==> src/rtl/core/sec_pkg.sv <==
// Shared constants and types for the stereo echo comb core.
package sec_pkg;

   // History store depth in stereo frames and its address width
   localparam int MAX_DELAY = 32768;
   localparam int ADDR_W    = $clog2(MAX_DELAY);

   // Field widths
   localparam int SAMPLE_W = 16;
   localparam int FRAME_W  = 2 * SAMPLE_W;
   localparam int DELAY_W  = 15;
   localparam int GAIN_W   = 16;
   localparam int FRAC_W   = 15;

   // Product of a sample and a zero-extended gain
   localparam int PROD_W = SAMPLE_W + GAIN_W + 1;
   // Channel sum with headroom for sample plus echo
   localparam int SUM_W  = SAMPLE_W + 2;

   // Unity gain in Q1.15
   localparam logic [GAIN_W-1:0] GAIN_ONE   = GAIN_W'(1 << FRAC_W);
   localparam logic [GAIN_W-1:0] GAIN_RESET = GAIN_W'(1 << (FRAC_W - 1));

   // Bias that turns an arithmetic shift into truncation toward zero
   localparam logic [PROD_W-1:0] ROUND_BIAS = PROD_W'((1 << FRAC_W) - 1);

   // Saturation limits
   localparam logic signed [SAMPLE_W-1:0] SAT_MAX = {1'b0, {(SAMPLE_W-1){1'b1}}};
   localparam logic signed [SAMPLE_W-1:0] SAT_MIN = {1'b1, {(SAMPLE_W-1){1'b0}}};

   // Configuration register indexes
   localparam int CSR_IDX_W = 1;
   localparam logic [CSR_IDX_W-1:0] CSR_ECHO_DELAY = 1'b0;
   localparam logic [CSR_IDX_W-1:0] CSR_ECHO_GAIN  = 1'b1;

   typedef logic signed [SAMPLE_W-1:0] sample_type;
   typedef logic signed [PROD_W-1:0]   prod_type;

endpackage

==> src/rtl/core/sec_scale_sat.sv <==
// One channel of the mix: scale the echo product, add the dry sample, saturate.
module sec_scale_sat
   import sec_pkg::*;
(
   input  sample_type sample_i,
   input  prod_type   prod_i,
   output sample_type result_o,
   output logic       clip_o
);

   logic signed [PROD_W-1:0]   biased;
   logic signed [PROD_W-1:0]   scaled;
   logic signed [SAMPLE_W:0]   echo;
   logic signed [SUM_W-1:0]    sum;

   // Drop the fraction, truncating toward zero
   always_comb begin
      biased = prod_i + (prod_i[PROD_W-1] ? $signed(ROUND_BIAS) : $signed(PROD_W'(0)));
      scaled = biased >>> FRAC_W;
      echo   = scaled[SAMPLE_W:0];
   end

   // Add the dry sample and clamp to the sample range
   always_comb begin
      sum = SUM_W'(sample_i) + SUM_W'(echo);
      if (sum > SUM_W'(SAT_MAX)) begin
         result_o = SAT_MAX;
         clip_o   = 1'b1;
      end else if (sum < SUM_W'(SAT_MIN)) begin
         result_o = SAT_MIN;
         clip_o   = 1'b1;
      end else begin
         result_o = sum[SAMPLE_W-1:0];
         clip_o   = 1'b0;
      end
   end

endmodule

==> config.mk <==
export PLATFORM = sky130hd
export DESIGN_NAME = sec_scale_sat
export DESIGN_NICKNAME = d
export VERILOG_FILES = /design/src/rtl/core/sec_pkg.sv /design/src/rtl/core/sec_scale_sat.sv
export SDC_FILE = /design/constraint.sdc
export NUM_CORES = 1
export LEC_CHECK = 0
export ABC_AREA = 1
export BUFFER_PORTS_ARGS = -buffer_cell sky130_fd_sc_hd__clkbuf_2
export CELL_PAD_IN_SITES_DETAIL_PLACEMENT = 1
export CELL_PAD_IN_SITES_GLOBAL_PLACEMENT = 1
export CORE_UTILIZATION = 39
export DETAILED_ROUTE_END_ITERATION = 10
export PLACE_DENSITY_LB_ADDON = 0.3
export SLEW_MARGIN = 5
export SYNTH_ARGS = -nofsm -noshare
export SYNTH_HDL_FRONTEND = slang
export SYNTH_SLANG_ARGS = --single-unit
==> constraint.sdc <==
create_clock -name vclk -period 7.1
set_input_delay 0 -clock vclk [all_inputs]
set_output_delay 0 -clock vclk [all_outputs]
set_load 0.005 [all_outputs]
==> Word-level counts from Yosys, hierarchy flattened <==
Index checks and enable logic that the tools add are counted.
{ "classes": {"magnitude_cmp": 2, "muxes": 5, "add_sub_neg": 2} }
{ "op_table": {"columns": ["cell", "count"], "rows": [
  ["32-bit by 16-bit adder with 32-bit output", 1],
  ["16-bit two-way mux", 2],
  ["16-bit by 17-bit adder with 18-bit output", 1],
  ["18-bit by 16-bit greater-than comparator with 1-bit output (second input constant)", 1],
  ["18-bit by 16-bit less-than comparator with 1-bit output (second input constant)", 1],
  ["15-bit two-way mux", 1],
  ["1-bit two-way mux", 2]
]} }
{ "word_totals": {"elab_cells": 9, "out_inout_bits": 17, "inputBits": 49, "register_bits": 0} }

==> Logic depth before layout (Yosys ltp) <==
Gate-level depths: netlist of the first run.
{ "depth": {"depth_word": 6, "mapped_depth": 27, "ltp_nobuf": 26} }

==> Least setup slack after synthesis of the first run <==
Ideal clock, no wire load.
{ "synth_path": {"path_kind": "input-to-output", "from": "input prod_i[4]", "to": "output result_o[12]", "t_arrival_ns": 2.524, "slack_ns": 4.576, "n_path_buf": 1, "required_ns": 7.100, "stages": 22, "cell_sequence": "ha_1 > a21o_1 > a21boi_0 > nand2_1 > nand2_1 > nand2_2 > xor2_1 > ha_1 > fa_1 > nand3_1 > nand2_1 > nand2_1 > nand2_1 > nand2_1 > nand2_1 > nand2_1 > nand2_1 > nand2_2 > nand2_4 > buf_6 > nand2_1 > nand2_1"} }
{ "synth_between": {"elab_chain_len": 5, "word_cells_on_any_way": 6, "cone_classes": "2 x add/sub; 2 x order compare; 2 x mux"} }
{ "synth_rtl": {"columns": ["item", "line_no", "rtl"], "rows": [
  ["from (decl)", "sec_scale_sat.sv:6", "input prod_type prod_i,"],
  ["32-bit by 16-bit adder with 32-bit output *", "sec_scale_sat.sv:18", "biased = prod_i + (prod_i[PROD_W-1] ? $signed(ROUND_BIAS) : $signed(PROD_W'(0)));"],
  ["16-bit by 17-bit adder with 18-bit output *", "sec_scale_sat.sv:25", "sum = SUM_W'(sample_i) + SUM_W'(echo);"],
  ["18-bit by 16-bit less-than comparator with 1-bit output", "sec_scale_sat.sv:29", "end else if (sum < SUM_W'(SAT_MIN)) begin"],
  ["16-bit two-way mux", "sec_scale_sat.sv:29", null],
  ["16-bit two-way mux *", "sec_scale_sat.sv:26", "if (sum > SUM_W'(SAT_MAX)) begin"],
  ["to (decl)", "sec_scale_sat.sv:7", "output sample_type result_o,"]
]} }
Mark *: on every way between the ends. The rest lies on a longest branch, timed or not.

==> Worst setup path after layout of the first run <==
{ "layout_path": {"from": "input prod_i[32]", "to": "output result_o[0]"} }
{ "layout_between": {"elab_chain_len": 6, "word_cells_on_any_way": 7, "cone_classes": "2 x add/sub; 2 x order compare; 3 x mux"} }
{ "layout_rtl": {"columns": ["item", "line_no"], "rows": [
  ["15-bit two-way mux *", "sec_scale_sat.sv:18"],
  ["32-bit by 16-bit adder with 32-bit output *", "sec_scale_sat.sv:18"],
  ["16-bit by 17-bit adder with 18-bit output *", "sec_scale_sat.sv:25"],
  ["18-bit by 16-bit less-than comparator with 1-bit output", "sec_scale_sat.sv:29"],
  ["16-bit two-way mux", "sec_scale_sat.sv:29"],
  ["16-bit two-way mux *", "sec_scale_sat.sv:26"]
]} }
Marked as above.

==> results of run 1 <==
## logic make-up (layout without fill, tap and decap cells)
group,count (synthesis),after routing
buffers and inverters,77,140
AOI/OAI and AO/OA,51,51
xor gates and xnor gates,16,16
adders and majority gates,32,32
and+or+nand+nor,285,285
## area by class of cell
type                       count  area [sq um]
tap                           75         93.84
multi-input combinational    384          2066
fill                         946          3118
timing repair buffer          66         330.3
inverter                      74         277.8
## power by group
group / internal (mW) / switching, mW
logic: 0.0989 / 0.159
registers: 0 / 0
clock network: 0 / 0
total: 0.0989 / 0.159
## final timing paths
path / cells after the start / endpoint
worst max-delay path: 24 / result_o[0]
worst min-delay path: 5 / result_o[0]
## critical path, delay by kind of cell
family                   cells  cell delay, ps
adder cells (fa/ha/maj)      2             760
AND/OR/NAND/NOR             19            2240
buffers and inverters        3             380
## cells in the mapped netlist, types with 5 or more instances
cell and number:
a21oi_1 26, o21bai_1 5, inv_1 71, ha_1 31, o21ai_0 12, nand2_1 168
nor2_1 47, nand4_1 6, nand2_2 10, nor3_1 8, xor2_1 16, nand3_1 32
## metrics by stage
| stage | std cells | cell area [sq um] | power [mW] |
|---|---|---|---|
| 5_1_grt | 599 | 2768 | 0.2943 |
| 4_1_cts | 599 | 2768 | 0.2604 |
| 3_3_place_gp | 599 | 2768 | 0.2487 |
| 2_1_floorplan | 461 | 2380 | 0.1789 |
| 3_5_place_dp | 599 | 2768 | 0.2592 |
| 6_report | 599 | 2768 | 0.2580 |
## routing by layer
layer | wire (um) | GRT usage (%)
met4 | 121 | 3.750
met5 | 0 | 0
met1 | 3173 | 26.70
met3 | 109 | 0.2273
met2 | 4084 | 52.91
==> impl_metrics.json, run 1 <==
{
  "drt_first_pass_iters": 4,
  "crit_start": "prod_i[32]",
  "slew_violations": 0,
  "grt_max_degree": 17,
  "rows": 28,
  "syn-cell-area_sq_um": 2380,
  "critPathSlowestCell": "ha_1",
  "core_sq_um": 5886,
  "setup_tns_ps": 0,
  "via_per_inst": 5.115,
  "crit_path_cell_trace": "clkbuf_2 -> ha_1 -> nand2_1 -> nor2_1 -> nor3b_1 -> nand2_1 -> nand2_2 -> nand2_1 -> nor2_1 -> nand2_1 -> nand2_1 -> inv_1 -> ha_1 -> nand2_1 -> nand3_2 -> nand2_1 -> nand2_1 -> nand2_1 -> nand2_1 -> nand2_1 -> nand4_1 -> nand2_4 -> nand2_1 -> clkbuf_2",
  "synth_area_leaders": "nand2_1 26%, ha_1 16%, inv_1 11%, nor2_1 7.4%, nand3_1 6.7%",
  "yosysTopAreaCellShare_pct": 26.50,
  "grt_pass1_wl_um": 12830,
  "crit_path_end_kind": "output port",
  "layout_common_cells": "168 x nand2_1, 71 x inv_1, 66 x clkbuf_2, 47 x nor2_1, 32 x nand3_1",
  "routed_wl_um": 7488,
  "final-seq-area_sq_um": 0,
  "hold_path_class": "primary input to output port",
  "drt_iter0_markers": 43,
  "portBuffers": 66,
  "worst_pin_slew_ps": 349.3,
  "vias": 3064,
  "min_period_over_period_pct": 48.10,
  "final_util_pct": 47.02,
  "grt.total_usage_pct": 24.70,
  "drc": 0,
  "cp_data_arrival_time_ps": 3420,
  "synth_cells": 461,
  "critical-path-max-stage-delay_ps": 420,
  "yosysSeqAreaShare_pct": 0,
  "cp_max_fo": 16,
  "n_clock_buffer": 0,
  "synth.avg_cell_area_sq_um": 5.162,
  "fin_ws_ps": 3685,
  "syn-num-nets": 542,
  "fmax_ghz": 0.2928,
  "grt_setup_unrepaired": "false",
  "antenna_found_initial": 0,
  "critPathKind": "primary input to output port",
  "final_common_cell": "nand2_1",
  "antenna_cells": 0,
  "cts_resized": 0,
  "maxCapViolCount": 0,
  "synth_cell_type_count": 31,
  "post-cts-setup-buffers": 0,
  "ir_drop_v": 0.00004427,
  "area_delta_synth_final_pct": 16.30,
  "ant_nets": 0,
  "fin_nets": 607,
  "synth_compound_area_share_pct": 11.93,
  "finalSetupViolCount": 0,
  "hold_slack_ps": 411.7,
  "hold_start": "sample_i[0]",
  "num_io_pins": 66,
  "outcome": "finished, final reports clean",
  "cp.required_ps": 7100,
  "yosys_warnings": 0,
  "synth_top_area_cell": "nand2_1",
  "relSlewSlack_pct": 76.53,
  "preCtsSetupSlack_ps": 3718,
  "setup.worst_path.start_class": "primary input",
  "p_per_area_nw_per_um2": 93.23,
  "synthXorXnorAreaFrac_pct": 5.889,
  "synthMuxAreaShare_pct": 0,
  "initial_core_util_pct": 40.43,
  "die_w_um": 80.12,
  "postCtsHoldBufs": 0,
  "fin_crit_ps": 3415,
  "synth_top_family_by_area": "simple AND/OR/NAND/NOR gates",
  "fp.dieH_um": 80.12,
  "die_area_sq_um": 6418,
  "yosys.area_share.simple_pct": 51.84,
  "wl_per_cell_um": 12.50,
  "gp_congestion": 0.8858,
  "overflow": 0,
  "sequential_cell_total": 0,
  "synth_adder_area_share_pct": 17.14,
  "first_global_vias": 3083,
  "dp_hpwl_um": 6926,
  "finalHoldViolations": 0,
  "layout-drive-gt1-share_pct": 17.18,
  "power_leakage_nw": 1.704,
  "cpMostUsedCell": "nand2_1"
}
Note: power is estimated with default switching activity, not from simulation.
==> run 2, diff against run 1 <==
--- a/config.mk
+++ b/config.mk
@@ -5,11 +5,11 @@
 export SDC_FILE = /design/constraint.sdc
 export NUM_CORES = 1
 export LEC_CHECK = 0
-export ABC_AREA = 1
+export ABC_AREA = 0
 export BUFFER_PORTS_ARGS = -buffer_cell sky130_fd_sc_hd__clkbuf_2
 export CELL_PAD_IN_SITES_DETAIL_PLACEMENT = 1
 export CELL_PAD_IN_SITES_GLOBAL_PLACEMENT = 1
-export CORE_UTILIZATION = 39
+export CORE_UTILIZATION = 37
 export DETAILED_ROUTE_END_ITERATION = 10
 export PLACE_DENSITY_LB_ADDON = 0.3
 export SLEW_MARGIN = 5
==> constraint.sdc (replaced) <==
create_clock -name vclk -period 3.56
set_input_delay 0 -clock vclk [all_inputs]
set_output_delay 0 -clock vclk [all_outputs]
set_load 0.005 [all_outputs]
==> run 2 against run 1 <==
Effect of this change: total power grew to 3.2 times the previous value; die area is 22% lower; final cell count is 33% lower; combinational power grew to 3.2 times the previous value; highest routed layer unchanged; area after synthesis is 27% lower; synthesized cell count is 50% lower; largest power group unchanged; the flow now finishes with violations (design-rule violations, negative setup slack); utilization is 22 points higher; non-clock buffer count is 58 higher; worst hold slack better by 120 ps.
==> impl_metrics.json, run 2 <==
{
  "grt_max_degree": 12,
  "maxCapViolCount": 0,
  "fin_nets": 432,
  "first_global_vias": 2405,
  "syn-cell-area_sq_um": 1742,
  "multi_input_area_sq_um": 2110,
  "syn-num-nets": 310,
  "drc": 8,
  "layout.cells.non_filler": 401,
  "final_common_cell": "clkbuf_2",
  "layout_common_cells": "56 x clkbuf_2, 42 x buf_4, 22 x xnor2_1, 19 x a21oi_2, 18 x nand2_1",
  "wl_per_cell_um": 24.85,
  "die_area_sq_um": 4986,
  "initial_core_util_pct": 39.19,
  "fin_crit_ps": 3766,
  "ir_drop_v": 0.0001011,
  "fmax_ghz": 0.2656,
  "yosysSeqAreaShare_pct": 0,
  "synthTopCellsByCount": "31 x ha_1, 26 x a21oi_1, 26 x xnor2_1",
  "portBuffers": 66,
  "cp_data_arrival_time_ps": 3770,
  "synth_cell_type_count": 53,
  "finalHoldViolations": 0,
  "finalSetupViolCount": 16,
  "dp_hpwl_um": 5356,
  "core_sq_um": 4444,
  "crit_path_end_kind": "output port",
  "min_path_cells": 5,
  "synth_area_leaders": "ha_1 22%, xnor2_1 13%, a21oi_1 7.5%, nand2_1 4.3%, o21ai_0 3.7%",
  "die_w_um": 70.61,
  "setup.worst_path.start_class": "primary input",
  "overflow": 0,
  "drt_iter0_markers": 165,
  "synth_top_area_cell": "ha_1",
  "wl_met3_um": 500,
  "p_per_area_nw_per_um2": 268.2,
  "hold_path_class": "primary input to output port",
  "sequential_cell_total": 0,
  "num_io_pins": 66,
  "hold_path_end": "result_o[0]",
  "placedCellCount": 389,
  "via_per_inst": 6.384,
  "wl_met2_um": 5029,
  "rows": 24,
  "fp.dieH_um": 70.61,
  "routed_wl_um": 9965,
  "synth.avg_cell_area_sq_um": 7.606,
  "critPathKind": "primary input to output port",
  "relSlewSlack_pct": 69.92,
  "power_mw": 0.8248,
  "min_period_over_period_pct": 105.8,
  "yosys_warnings": 0,
  "violations": "design-rule violations, negative setup slack",
  "cp_max_fo": 7,
  "placed_area_sq_um": 2466,
  "fin_ws_ps": -205.7,
  "gp_congestion": 0.8756,
  "setup_tns_ps": -2025,
  "synth_cells": 229,
  "synth_most_common_cell": "ha_1",
  "drt_first_pass_iters": 7,
  "area_delta_synth_final_pct": 76.58,
  "worst_pin_slew_ps": 449.7,
  "antenna_cells": 0,
  "ant_nets": 0,
  "grt_pass1_wl_um": 11160,
  "n_clock_buffer": 0,
  "yosysTopAreaCellShare_pct": 22.27,
  "slew_violations": 0,
  "final-seq-area_sq_um": 0,
  "antenna_found_initial": 0,
  "cp.required_ps": 3560,
  "grt.total_usage_pct": 27.23,
  "wl_met1_um": 3842,
  "layout-drive-gt1-share_pct": 58.45,
  "vias": 2560,
  "design_area_sq_um": 3075,
  "outcome": "finished, violations left",
  "top_layer": "met4",
  "hold_start": "sample_i[0]",
  "power_leakage_nw": 1.358,
  "grt_setup_unrepaired": "true",
  "n_fill_cell": 509
}
==> run 2: worst max-delay path by stage <==
stage | endpoint | depth (start not counted) | startpoint | slack [ps]
after floorplan | result_o[10] | 18 | prod_i[1] | 300
after global placement | result_o[11] | 19 | prod_i[32] | -270
after detailed placement | result_o[11] | 20 | prod_i[32] | -500
after CTS | result_o[9] | 19 | prod_i[32] | 8
after global routing | result_o[11] | 19 | prod_i[32] | -370
final | result_o[11] | 19 | prod_i[32] | -210
==> run 2: report_power, final <==
| part | internal (mW) | switching, mW | leakage, nW |
|---|---|---|---|
| logic | 0.389 | 0.435 | 1.36 |
| registers | 0 | 0 | 0 |
| clock network | 0 | 0 | 0 |
| total | 0.389 | 0.435 | 1.36 |
==> run 2: kinds of logic (layout without fill, tap and decap cells) <==
kind of cell | after synthesis | in the layout | synth area share [%]
AO/OA/AOI/OAI | 97 | 97 | 39.66
buffers and inverters | 11 | 131 | 3.161
adder cells (fa/ha/maj) | 32 | 32 | 23.42
AND/OR/NAND/NOR | 59 | 59 | 17.60
XOR/XNOR | 30 | 30 | 16.16
==> run 2: area by class of cell <==
type,count,area share (%)
Timing Repair Buffer,124,28.44
Tap cell,52,2.116
Multi-Input combinational cell,218,68.59
Inverter,7,0.8544
==> run 2: repair_timing <==
action,in CTS,in global routing
pin swaps,29,44
setup endpoints to repair,17,17
buffers inserted,3,8
endpoints found under the hold margin,0,0
gates cloned,0,2
hold buffers,0,0
gates resized for setup,28,71
==> run 2: worst max-delay path: stages <==
cell       delay, ps
buf_6            120
buf_4            150
ha_4             270
and2_1           150
o32a_1           190
a211oi_2          90
nor3_4           430
nand2_1          150
xnor2_1          180
ha_1             380
o21ai_1          120
a21oi_2          220
o2111ai_2        180
a21oi_4          220
xor2_4           310
buf_6            190
a21oi_2           70
a21oi_2          180
clkbuf_2         150
==> run 2: layer usage <==
layer | GRT usage, % | vias to the layer above
li1 | - | 1117
met1 | 33.19 | 1252
met2 | 53.40 | 136
met3 | 1.140 | 55
met4 | 4.667 | 0
met5 | 0 | -
==> run 2: stage by stage <==
stage	setup WS [ps]	utilization (%)	hold WS (ps)
2_1_floorplan	300.1	-	254.5
3_3_place_gp	-270.7	55.49	486.8
3_5_place_dp	-503.1	55.49	523.9
4_1_cts	7.949	59.04	518.0
5_1_grt	-370.0	69.20	543.0
6_report	-205.7	69.20	532.8
==> run 3, diff against run 2 <==
--- a/config.mk
+++ b/config.mk
@@ -9,7 +9,7 @@
 export BUFFER_PORTS_ARGS = -buffer_cell sky130_fd_sc_hd__clkbuf_2
 export CELL_PAD_IN_SITES_DETAIL_PLACEMENT = 1
 export CELL_PAD_IN_SITES_GLOBAL_PLACEMENT = 1
-export CORE_UTILIZATION = 37
+export CORE_UTILIZATION = 40
 export DETAILED_ROUTE_END_ITERATION = 10
 export PLACE_DENSITY_LB_ADDON = 0.3
 export SLEW_MARGIN = 5
==> constraint.sdc (replaced) <==
create_clock -name vclk -period 4.7
set_input_delay 0.47 -clock vclk [all_inputs]
set_output_delay 0.47 -clock vclk [all_outputs]
set_load 0.005 [all_outputs]
==> run 3 against run 2 <==
Effect of this change: the flow finishes with violations (negative setup slack); count of clock-buffer cells in the layout stayed put; final cell count is 2.5% lower; utilization is 1.2 points lower; non-clock buffer count is 8 lower; critical path type unchanged; largest cell class unchanged; largest power group unchanged.
==> impl_metrics.json, run 3 (same netlist as run 2, synthesis figures left out) <==
{
  "outcome": "finished, violations left",
  "violations": "negative setup slack",
  "gp_congestion": 0.8810,
  "critPathKind": "primary input to output port",
  "critPathTopFamily": "compound AO/OA/AOI/OAI gates",
  "crit_buf_inv": 7,
  "layout-drive-gt1-share_pct": 48.68,
  "antenna_found_initial": 0,
  "worst_pin_slew_ps": 458.6,
  "area_delta_synth_final_pct": 59.48,
  "final-seq-area_sq_um": 0,
  "layout_common_cells": "63 x clkbuf_2, 41 x buf_4, 24 x xnor2_1, 23 x ha_1, 21 x a21oi_1",
  "setup.worst_path.start_class": "primary input",
  "preCtsSetupSlack_ps": -340.4,
  "wl_per_cell_um": 25.99,
  "grt.total_usage_pct": 28.07,
  "crit_start": "prod_i[32]",
  "first_global_vias": 2216,
  "finalHoldViolations": 0,
  "crit_end": "clip_o",
  "initial_core_util_pct": 42.62,
  "core_sq_um": 4086,
  "vias": 2601,
  "num_io_pins": 66,
  "finalSetupViolCount": 16,
  "final_util_pct": 67.97,
  "cp_data_arrival_time_ps": 4640,
  "final_common_cell": "clkbuf_2",
  "fin_nets": 424,
  "path_depth": 21,
  "slew_violations": 0,
  "drt_first_pass_iters": 6,
  "portBuffers": 66,
  "hold_path_class": "primary input to output port",
  "fmax_ghz": 0.1958,
  "relSlewSlack_pct": 69.43,
  "p_per_area_nw_per_um2": 211.2,
  "overflow": 0,
  "grt_pass1_wl_um": 10090,
  "dp_hpwl_um": 5025,
  "fin_ws_ps": -408.4,
  "n_clock_buffer": 0,
  "grt_setup_unrepaired": "true",
  "rows": 23,
  "grt_max_degree": 15,
  "die_area_sq_um": 4622,
  "critPathSlowestCell": "a21oi_1",
  "power_leakage_nw": 1.291,
  "critical-path-max-stage-delay_ps": 380,
  "min_period_over_period_pct": 108.7,
  "fin_crit_ps": 5108,
  "cp.required_ps": 4230,
  "routed_wl_um": 10160,
  "crit_path_cell_trace": "buf_12 -> buf_4 -> ha_1 -> inv_1 -> o21ai_0 -> a211oi_2 -> nor3_4 -> nand2_1 -> xnor2_1 -> ha_1 -> buf_4 -> o211ai_1 -> o21ai_2 -> o2111ai_2 -> a21oi_4 -> xor2_4 -> buf_6 -> buf_4 -> nor3b_2 -> a21oi_1 -> buf_2",
  "sequential_cell_total": 0,
  "via_per_inst": 6.652,
  "cp_max_fo": 7,
  "drc": 0,
  "antenna_cells": 0,
  "die_w_um": 67.99,
  "maxCapViolCount": 0,
  "cpMostUsedCell": "buf_4",
  "drt_iter0_markers": 188,
  "crit_path_end_kind": "output port",
  "ir_drop_v": 0.00008065,
  "postCtsHoldBufs": 0,
  "fp.dieH_um": 67.99,
  "ant_nets": 0
}
==> run 3: cell count changes in the layout (fill, tap and decap cells not counted), moves of 3 or more <==
cell / delta
a21oi_1: +9
a21oi_2: -9
buf_2: -6
buf_6: -11
clkbuf_2: +7
ha_1: +6
ha_4: -5
nand3_1: +4
nand3_2: -3
==> run 3: report_power, final <==
group          switching, mW  internal, mW  total (mW)
combinational          0.317         0.270       0.587
sequential                 0             0           0
clock                      0             0           0
total                  0.317         0.270       0.587
==> run 3: worst min path at each step <==
| stage | from | cells past startpoint | to |
|---|---|---|---|
| 2_1_floorplan | sample_i[0] | 3 | result_o[0] |
| 3_3_place_gp | sample_i[0] | 5 | result_o[0] |
| 3_5_place_dp | sample_i[0] | 5 | result_o[0] |
| 4_1_cts | sample_i[0] | 5 | result_o[0] |
| 5_1_grt | sample_i[0] | 5 | result_o[0] |
| 6_report | sample_i[0] | 5 | result_o[0] |
==> run 3: repair_timing <==
item                       CTS  global route
pin swaps                    4            25
hold endpoints to repair     0             0
gates resized for setup      9            40
setup endpoints to repair   16            17
buffers inserted             3             6
gates cloned                 0             2
==> run 3: cell type report <==
type	count	area [sq um]
Multi-Input combinational cell	218	1886
Inverter	7	26.28
Fill cell	486	1309
Tap cell	50	62.56
Timing Repair Buffer	116	803.3
==> run 3: tightest hold or removal path, cell delays in order <==
cell and delay (ps):
clkbuf_2 90, ha_2 150, inv_1 50, a21oi_2 100, clkbuf_2 110
==> run 3: routing by layer <==
layer  track usage [%]  vias to the layer above  share of wire (%)
li1                  -                     1102                  -
met1             34.12                     1231                 37
met2             54.29                      207                 50
met3             1.000                       61                8.3
met4             4.427                        0                5.1
met5                 0                        -                  0
==> run 3: through the flow <==
stage / instances / power, mW / TNS [ps] / area, sq um / hold slack, ps
final: 391 / 0.5867 / -1986 / 2778 / 1438
after global routing: 391 / 0.6233 / -3559 / 2778 / 1482
after global placement: 380 / 0.4235 / -1749 / 2411 / 1402
after detailed placement: 380 / 0.4429 / -3520 / 2411 / 1450
after CTS: 383 / 0.4648 / 0 / 2472 / 1451
after floorplan: 229 / 0.2613 / 0 / 1742 / 1195
